[src/rtl/tfsq_ram.sv]
// generic single-write, single-read ram with registered read data
`default_nettype none

module tfsq_ram #(
  parameter int WIDTH = 8,
  parameter int DEPTH = 16,
  parameter int AW    = (DEPTH > 1) ? $clog2(DEPTH) : 1
) (
  input  wire logic             clk,
  input  wire logic             wr_en,
  input  wire logic [AW-1:0]    wr_addr,
  input  wire logic [WIDTH-1:0] wr_data,
  input  wire logic [AW-1:0]    rd_addr,
  output logic      [WIDTH-1:0] rd_data
);

  logic [WIDTH-1:0] mem [DEPTH];

  // write port
  always_ff @(posedge clk) begin
    if (wr_en) begin
      mem[wr_addr] <= wr_data;
    end
  end

  // registered read port
  always_ff @(posedge clk) begin
    rd_data <= mem[rd_addr];
  end

endmodule

`default_nettype wire

[config.mk]
export PLATFORM = sky130hd
export DESIGN_NAME = tfsq_ram
export DESIGN_NICKNAME = d
export VERILOG_FILES = /design/src/rtl/tfsq_ram.sv
export SDC_FILE = /design/constraint.sdc
export NUM_CORES = 1
export LEC_CHECK = 0
export ABC_AREA = 1
export BUFFER_PORTS_ARGS = -buffer_cell sky130_fd_sc_hd__clkbuf_2
export CORE_UTILIZATION = 30
export DETAILED_ROUTE_END_ITERATION = 10
export SYNTH_ARGS = -nofsm -noshare
export SYNTH_HDL_FRONTEND = slang
export SYNTH_SLANG_ARGS = --single-unit
[constraint.sdc]
create_clock -name clk -period 3 [get_ports clk]
set_clock_uncertainty 0.2 [all_clocks]
set_input_delay 0.6 -clock clk [delete_from_list [all_inputs] [get_ports clk]]
set_output_delay 0.6 -clock clk [all_outputs]
set_load 0.01 [all_outputs]
==> flow_summary.json, run 1 <==
{
  "status": "completed",
  "hold_start": "rd_addr[3]",
  "detailed_place_hpwl_um": 7610,
  "setup_viol": 0,
  "grt_pass1_vias": 3656,
  "area_growth_pct": 17.49,
  "maxSlewViolCount": 0,
  "clock_latency_ps": 410,
  "synth-xor-area-share": 0,
  "p_sw_frac": 0.2008,
  "initial_core_util": 0.3073,
  "crit_buf_inv": 1,
  "dr.pass1.iters": 4,
  "fin_nets": 604,
  "synthMuxAreaShare": 0,
  "cts_tree": "done",
  "rsz0062_at_grt": "no",
  "synth_compound_area_frac": 0,
  "drc": 0,
  "ys_ff_latch": 136,
  "netlist_area_mm2": 0.005767,
  "synth-simple-area-share": 0.2105,
  "ys_warn_count": 0,
  "clk_pin_slew_ps": 60,
  "place_inst": 801,
  "hold_violations": 0,
  "synthTopCellsByArea": "edfxtp_1, nand2_1, nand3_1",
  "p_leak_nw": 2.905,
  "p_switching_w": 0.0009205,
  "max_cap_violations": 0,
  "wl_per_cell_um": 15.37,
  "intPower_w": 0.003665,
  "drive_gt1_frac": 0.1119,
  "path_max_fanout": 1,
  "hp-class": "input pin to flip-flop",
  "clkPwrFrac": 0.477,
  "min_period_ps": 1787,
  "via_count": 3682,
  "start_kind": "flip-flop",
  "r2r_start": "mem[5][5]$_DFFE_PP_",
  "critPathSlowestCell": "dfxtp_1",
  "synth.avg_cell_area_um2": 10.47,
  "max_stage_delay_ps": 410,
  "comb_power_share": 0.056,
  "synth_edf_count": 128,
  "netlist_instances": 551,
  "io_pins": 26,
  "dieHeight_um": 140.6,
  "gp_congestion": 0.7525,
  "synth_top_family_by_area": "simple AND/OR/NAND/NOR gates",
  "std_cell_rows": 50,
  "grt_pass1_wl_um": 20110,
  "synth_top_flop_cell": "edfxtp_1",
  "synth_top_area_share": 0.6665,
  "fin_tns_setup_ps": 0,
  "tightest_slew_ps": 812.3,
  "synth.distinct_cells": 12,
  "io_buffers": 25,
  "period_share": 0.5958,
  "utilization": 0.3610,
  "cts_root_buf": "clkbuf_16",
  "syn_nets": 569,
  "diodes": 0,
  "peakVddDrop_uv": 373.8,
  "crit_chain": "clkbuf_2",
  "whs_endpoint": "rd_data[0]$_DFF_P_",
  "reg2reg_depth": 6,
  "critPathRequiredTime_ps": 2200,
  "grt-ovfl-total": 0,
  "yosysSeqAreaShare": 0.6943,
  "postRouteAntennaNets": 0,
  "die_area_mm2": 0.01978,
  "reg2reg_setup_slack_ps": 1740,
  "postCtsResizedCells": 0,
  "yosys.area.top_type": "edfxtp_1",
  "die_width_um": 140.6,
  "crit_family": "flip-flops",
  "arrival_ps": 990,
  "cts_max_path_buffers": 2,
  "core_mm2": 0.01877,
  "post-synth-top-count-cell": "nand2_1",
  "antenna_found_initial": 0,
  "fmax_mhz": 559.5,
  "fin_cells": 833,
  "r2r-end": "rd_data[5]$_DFF_P_",
  "critPathKind": "flip-flop to output pin",
  "cts_sinks": 136,
  "synthArstFlopShare": 0,
  "routed_wl_um": 12810,
  "min_path_cells": 3,
  "cts_buffers": 17,
  "ctsHoldBuffers": 0,
  "slew_headroom": 0.4565,
  "drtIter0Drc": 261,
  "routed_via_density": 4.420,
  "grt_use_total": 0.1418,
  "grt_max_degree": 65,
  "post_cts_buffers": 0,
  "synth_fa_ha_area_frac": 0,
  "ys_top_cells_by_count": "nand2_1, edfxtp_1, inv_1",
  "seqPwrFrac": 0.467,
  "end_kind": "output pin",
  "power.density_mw_per_mm2": 676.8,
  "htree_levels": 4
}
[how the worst max path moves through the flow]
stage                             startpoint                   end  slack, ps  cells after the start
final                     rd_data[4]$_DFF_P_            rd_data[4]       1210                      1
after global routing      rd_data[4]$_DFF_P_            rd_data[4]       1140                      1
after CTS                 rd_data[4]$_DFF_P_            rd_data[4]       1200                      1
after detailed placement          wr_addr[2]   mem[8][7]$_DFFE_PP_        850                      3
after global placement            wr_addr[2]   mem[8][7]$_DFFE_PP_        860                      3
after floorplan                   wr_addr[2]  mem[10][0]$_DFFE_PP_       1250                      2
[power groups by stage]
stage	logic [W]	clock network (W)	registers [W]
detailed placement	0.000258	0	0.00218
finish	0.000256	0.00219	0.00214
global placement	0.000256	0	0.00218
CTS	0.000260	0.00222	0.00214
global route	0.000288	0.00230	0.00215
floorplan	0.000150	0	0.00218
[metal layers]
metal / part of all wire / global-route usage / vias up / routed length, µm
met2: 0.47 / 0.2234 / 114 / 5979
met5: 0 / 0 / - / 0
met1: 0.44 / 0.1786 / 1701 / 5604
met3: 0.066 / 0.03635 / 25 / 845
met4: 0.030 / 0.07780 / 0 / 378
li1: - / - / 1842 / -
[kinds of logic after synthesis]
kind of cell	count (synthesis)
buf+inv	126
flops	136
simple gates	289
[through the flow]
stage          cell area [µm²]  total power [W]  hold slack, ps  setup WS [ps]
2_1_floorplan             5767         0.002330           407.4           1249
3_3_place_gp              6156         0.002437           452.8          855.2
3_5_place_dp              6156         0.002439           463.9          845.8
4_1_cts                   6775         0.004618           362.8           1198
5_1_grt                   6775         0.004732           392.7           1141
6_report                  6775         0.004585           382.5           1213
[cells in the final DEF (no fill, tap or decap)]
cell        netlist  layout
bufinv_16         0       5
dfxtp_1           8       8
clkinv_1          0       2
buf_12            0       2
nand2_1         173     173
inv_2             2       2
nor2_1           17      17
clkbuf_2          0      25
edfxtp_1        128     128
clkbuf_16         0      17
clkinv_2          0       2
nand3b_1          2       2
inv_1           100     100
clkinvlp_4        0       1
buf_4             4      13
nand3_1          97      97
clkbuf_1          0       5
[worst register-to-register path, stage by stage, from the launching register on]
cell	delay, ps
edfxtp_1	350
inv_1	60
nand2_1	50
nand3_1	90
nand3_1	110
nand3_1	190
nand2_1	100
[final cells by class]
type	count	area, µm²
Tap cell	234	292.8
Timing Repair Buffer	40	262.8
Clock inverter	10	175.2
Fill cell	1853	11990
Clock buffer	22	444.2
Sequential cell	136	4004
Multi-Input combinational cell	289	1214
Inverter	102	382.9
[sequential cells by signal, indices dropped and copies added (netlist names)]
name	flops
mem	128
rd_data	8
No activity file was read; power rests on OpenSTA's default activity.
==> run 2: changes to the inputs <==
--- a/config.mk
+++ b/config.mk
@@ -5,7 +5,7 @@
 export SDC_FILE = /design/constraint.sdc
 export NUM_CORES = 1
 export LEC_CHECK = 0
-export ABC_AREA = 1
+export ABC_AREA = 0
 export BUFFER_PORTS_ARGS = -buffer_cell sky130_fd_sc_hd__clkbuf_2
 export CORE_UTILIZATION = 30
 export DETAILED_ROUTE_END_ITERATION = 10
==> constraint.sdc (replaced) <==
create_clock -name clk -period 1.8 [get_ports clk]
set_clock_uncertainty 0.2 [all_clocks]
set_input_delay 0.36 -clock clk [delete_from_list [all_inputs] [get_ports clk]]
set_output_delay 0.36 -clock clk [all_outputs]
set_load 0.01 [all_outputs]
==> run 2 against run 1 <==
  * Synthesized cell count fell by 58%
  * First-iteration DRC count fell by 30%
  * Hold slack got worse by 200 ps
  * Sequential share of layout area rose by 4.7 points
  * Core utilization rose by 1.6 points
  * Via count fell by 34%
  * Setup slack got worse by 980 ps
  * Register-to-register slack got worse by 1500 ps
  * Clock power rose by 45%
  * Non-clock buffer count rose by 13
  * Flip-flop and latch count did not move
  * Largest cell class unchanged
==> flow_summary.json, run 2 <==
{
  "status": "completed",
  "grt_use_total": 0.1246,
  "crit_top_cell": "buf_12",
  "antenna_found_initial": 0,
  "synth.avg_cell_area_um2": 22.48,
  "p_leak_nw": 2.123,
  "layout_common_cells": "edfxtp_1, clkbuf_2, buf_4",
  "cts_tree": "done",
  "fin_nets": 309,
  "wl_per_cell_um": 18.65,
  "clock_latency_ps": 410,
  "slew_headroom": 0.5080,
  "rsz0062_at_grt": "no",
  "routed_wl_um": 9772,
  "area_growth_pct": 21.85,
  "core_mm2": 0.01664,
  "setup_viol": 0,
  "cts_root_buf": "clkbuf_16",
  "yosys.area.top_type": "edfxtp_1",
  "cts_buffers": 17,
  "via_count": 2448,
  "syn_nets": 247,
  "synth_edf_count": 128,
  "io_buffers": 25,
  "path_max_fanout": 14,
  "critPathSlowestCell": "mux4_1",
  "grt_pass1_vias": 2629,
  "synth_top_flop_cell": "edfxtp_1",
  "yosysSeqAreaShare": 0.7778,
  "top_register": "mem",
  "ys_ff_latch": 136,
  "die_width_um": 133.0,
  "routed_via_density": 4.672,
  "postCtsResizedCells": 0,
  "ctsHoldBuffers": 0,
  "netlist_area_mm2": 0.005147,
  "detailed_place_hpwl_um": 6498,
  "fin_tns_setup_ps": 0,
  "grt_pass1_wl_um": 15520,
  "synth_top_area_share": 0.7467,
  "cts_max_path_buffers": 2,
  "synthTopCellsByArea": "edfxtp_1, mux4_2, mux4_1",
  "drive_gt1_frac": 0.3191,
  "netlist_instances": 229,
  "cts_sinks": 136,
  "largest_reg_flops": 128,
  "post-synth-top-count-cell": "edfxtp_1",
  "die_area_mm2": 0.01769,
  "pre_cts_slack_ps": -203.1,
  "place_inst": 492,
  "period_share": 0.8723,
  "power.density_mw_per_mm2": 1130,
  "io_pins": 26,
  "gp_congestion": 0.7167,
  "end_kind": "flip-flop",
  "arrival_ps": 1660,
  "hold_violations": 0,
  "ys_warn_count": 0,
  "drtIter0Drc": 182,
  "grt-ovfl-total": 0,
  "diodes": 0,
  "critPathKind": "input pin to flip-flop",
  "drc": 0,
  "whs_ps": 179.5,
  "min_period_ps": 1570,
  "layout_commonest_cell": "edfxtp_1",
  "fmax_mhz": 636.9,
  "fin_cells": 524,
  "tightest_slew_ps": 736.5,
  "dr.pass1.iters": 4,
  "grt_max_degree": 32,
  "max_cap_violations": 0,
  "ys_top_cells_by_count": "edfxtp_1, mux4_2, a22oi_1",
  "setup_slack_ps": 229.9,
  "clk_pin_slew_ps": 50,
  "synth.distinct_cells": 19,
  "max_stage_delay_ps": 540,
  "largestRegisters": "mem (128), rd_data (8)",
  "power_w": 0.007089,
  "initial_core_util": 0.3093,
  "htree_levels": 4,
  "std_cell_rows": 47,
  "maxSlewViolCount": 0,
  "crit_chain": "clkbuf_2, buf_12, buf_12, mux4_1, a22oi_1, nand2_1",
  "postRouteAntennaNets": 0,
  "dieHeight_um": 133.0,
  "post_cts_buffers": 0,
  "hp-class": "input pin to flip-flop",
  "synthArstFlopShare": 0,
  "critPathRequiredTime_ps": 1890,
  "start_kind": "input pin",
  "peakVddDrop_uv": 628.0
}
run 2: cells by family after synthesis:
logic type,after synthesis,share of synthesized area
compound gates,16,0.02334
buf+inv,10,0.01677
flops,136,0.7778
mux,32,0.1502
simple gates,35,0.03184
run 2: cell type report:
| type | instances | area, µm² |
|---|---|---|
| clock buffer | 20 | 436.7 |
| clock inverter | 12 | 108.9 |
| fill | 1501 | 10370 |
| multi-input combinational | 83 | 1062 |
| sequential | 136 | 4004 |
| tap | 220 | 275.3 |
| timing repair buffer | 53 | 385.4 |
run 2: path summary, 6_finish.rpt:
kind / from / to / slack [ps] / depth (start not counted)
worst max-delay path: rd_addr[0] / rd_data[3]$_DFF_P_ / 230 / 6
worst min-delay path: wr_data[6] / mem[6][6]$_DFFE_PP_ / 180 / 1
worst max register to register: mem[9][2]$_DFFE_PP_ / rd_data[2]$_DFF_P_ / 250 / 3
worst min register to register: mem[14][7]$_DFFE_PP_ / rd_data[7]$_DFF_P_ / 470 / 3
run 2: metrics by stage:
stage            util  area (µm²)
6_report       0.3769        6272
3_5_place_dp   0.3441        5727
5_1_grt        0.3769        6272
4_1_cts        0.3769        6272
2_1_floorplan       -        5152
3_3_place_gp   0.3441        5727
run 2: worst max-delay path, delay by kind of cell:
family	cells	cell delay, ps
mux	1	540
buf+inv	3	430
compound gates	1	230
simple gates	1	80
run 2: routing by layer:
layer,routed length [µm],share of wire,vias up,GRT usage
met5,0,0,-,0
met4,104,0.011,0,0.04598
met3,497,0.051,8,0.04023
met2,4507,0.46,68,0.1812
met1,4663,0.48,1272,0.1737
li1,-,-,1100,-
run 2: power by group:
group | leakage (nW) | internal [W] | switching (W) | total (W)
Sequential | 1.22 | 0.00354 | 0.0000217 | 0.00357
Clock | 0.261 | 0.00200 | 0.00117 | 0.00317
Combinational | 0.638 | 0.000160 | 0.000195 | 0.000356
Total | 2.12 | 0.00570 | 0.00138 | 0.00709
==> run 3: changes to the inputs <==
--- a/config.mk
+++ b/config.mk
@@ -7,8 +7,10 @@
 export LEC_CHECK = 0
 export ABC_AREA = 0
 export BUFFER_PORTS_ARGS = -buffer_cell sky130_fd_sc_hd__clkbuf_2
+export CORE_ASPECT_RATIO = 0.75
 export CORE_UTILIZATION = 30
 export DETAILED_ROUTE_END_ITERATION = 10
+export PLACE_DENSITY_LB_ADDON = 0.15
 export SYNTH_ARGS = -nofsm -noshare
 export SYNTH_HDL_FRONTEND = slang
 export SYNTH_SLANG_ARGS = --single-unit
==> constraint.sdc (replaced) <==
create_clock -name clk -period 1.6 [get_ports clk]
set_clock_uncertainty 0.2 [all_clocks]
set_input_delay 0.32 -clock clk [delete_from_list [all_inputs] [get_ports clk]]
set_output_delay 0.32 -clock clk [all_outputs]
set_load 0.01 [all_outputs]
==> run 3 against run 2 <==
  * Sequential share of layout area down 3.5 points
  * Total power up 24%
  * Cell count up 4.0%
==> flow_summary.json, run 3 (same netlist as run 2, synthesis figures left out) <==
{
  "largestRegisters": "mem (128), rd_data (8)",
  "grt-busiest-layer": "met2",
  "postRouteAntennaNets": 0,
  "max_cap_violations": 0,
  "routed_wl_um": 11270,
  "io_buffers": 25,
  "path_max_fanout": 6,
  "hp-class": "input pin to flip-flop",
  "maxSlewViolCount": 0,
  "diodes": 0,
  "crit_chain": "clkbuf_2, buf_12, buf_4, mux4_2, a22oi_2, nand2_1",
  "setup_viol": 0,
  "crit_buf_inv": 3,
  "gp_congestion": 0.6756,
  "cts_buffers": 17,
  "p_leak_nw": 2.305,
  "grt_pass1_wl_um": 17150,
  "n_fill_cell": 1511,
  "antenna_found_initial": 0,
  "crit_family": "multiplexers",
  "critPathKind": "input pin to flip-flop",
  "std_cell_rows": 41,
  "io_pins": 26,
  "tightest_slew_ps": 912.7,
  "rsz0062_at_grt": "no",
  "layout_common_cells": "edfxtp_1, buf_4, clkbuf_2",
  "die_width_um": 153.3,
  "initial_core_util": 0.3069,
  "dr.pass1.iters": 4,
  "place_inst": 506,
  "dieHeight_um": 115.4,
  "drc": 0,
  "critPathRequiredTime_ps": 1690,
  "fin_nets": 335,
  "pre_cts_slack_ps": -457.7,
  "met3_usage": 0.03702,
  "cts_root_buf": "clkbuf_16",
  "arrival_ps": 1620,
  "start_kind": "input pin",
  "largest_reg_flops": 128,
  "min_period_ps": 1534,
  "fmax_mhz": 652.1,
  "status": "completed",
  "grtUsageMet1": 0.2033,
  "peakVddDrop_uv": 803.9,
  "grt_pass1_vias": 2597,
  "hold_violations": 0,
  "ctsHoldBuffers": 0,
  "grt_use_met2": 0.2043,
  "clk_pin_slew_ps": 60,
  "htree_levels": 4,
  "core_mm2": 0.01677,
  "drtIter0Drc": 127,
  "end_kind": "flip-flop",
  "max_stage_delay_ps": 510,
  "cts_sinks": 136,
  "clock_latency_ps": 400,
  "die_area_mm2": 0.01769,
  "area_growth_pct": 28.90,
  "power.density_mw_per_mm2": 1323,
  "fin_cells": 545,
  "grt_use_total": 0.1398,
  "critPathSlowestCell": "mux4_2",
  "top_register": "mem",
  "cts_max_path_buffers": 2,
  "layout_commonest_cell": "edfxtp_1",
  "grt_max_degree": 19,
  "drive_gt1_frac": 0.4364,
  "period_share": 0.9584,
  "routed_via_density": 4.657,
  "grt-ovfl-total": 0,
  "via_count": 2538,
  "setup_slack_ps": 66.49,
  "wl_per_cell_um": 20.69,
  "detailed_place_hpwl_um": 7523,
  "cts_tree": "done",
  "slew_headroom": 0.3903
}
run 3: worst reg2reg max path: cells and delay by family (launching register included):
family	cells	cell delay [ps]
muxes	1	480
DFF	1	370
AOI/OAI and AO/OA	1	200
buffers and inverters	1	130
and+or+nand+nor	1	30
run 3: final timing paths:
check	startpoint	slack (ps)	depth (start not counted)	to
hold reg to reg	mem[4][7]$_DFFE_PP_	480	3	rd_data[7]$_DFF_P_
setup reg to reg	mem[8][2]$_DFFE_PP_	70	4	rd_data[2]$_DFF_P_
setup / recovery	rd_addr[0]	70	6	rd_data[7]$_DFF_P_
hold / removal	wr_data[1]	150	1	mem[6][1]$_DFFE_PP_
run 3: power by group:
part	leakage (nW)	switching, W	internal (W)
clock network	0.317	0.00150	0.00280
registers	1.22	0.0000294	0.00398
logic	0.764	0.000243	0.000224
run 3: what timing repair did:
action / 4_1_cts / 5_1_grt
endpoints found under the setup margin: 3 / 2
gates resized for setup: 5 / 0
setup buffers: 0 / 7
pin swaps: 0 / 2
endpoints found under the hold margin: 0 / 0
run 3: metrics by stage:
stage          power [W]  utilization  setup TNS [ps]  hold slack (ps)  area, µm²
3_3_place_gp    0.004539       0.3527          -10210            466.8       5917
2_1_floorplan   0.004300            -          -353.1            218.9       5187
6_report        0.008776       0.3955               0            152.6       6635
4_1_cts         0.008846       0.3924               0            150.8       6583
5_1_grt         0.009043       0.3955               0            166.1       6635
3_5_place_dp    0.004542       0.3527          -11070            462.8       5917
run 3: cell type report:
type | instances | area (µm²) | share of cell area
Clock buffer | 19 | 432.9 | 0.06525
Clock inverter | 13 | 216.5 | 0.03262
Multi-Input combinational cell | 83 | 1095 | 0.1650
Sequential cell | 136 | 4004 | 0.6034
Tap cell | 215 | 269.0 | 0.04054
Timing Repair Buffer | 79 | 618.1 | 0.09315
run 3: per-layer routing:
metal	up-vias	share of wire
met4	0	0.0041
li1	1150	-
met1	1338	0.52
met2	46	0.44
met5	-	0
met3	4	0.035
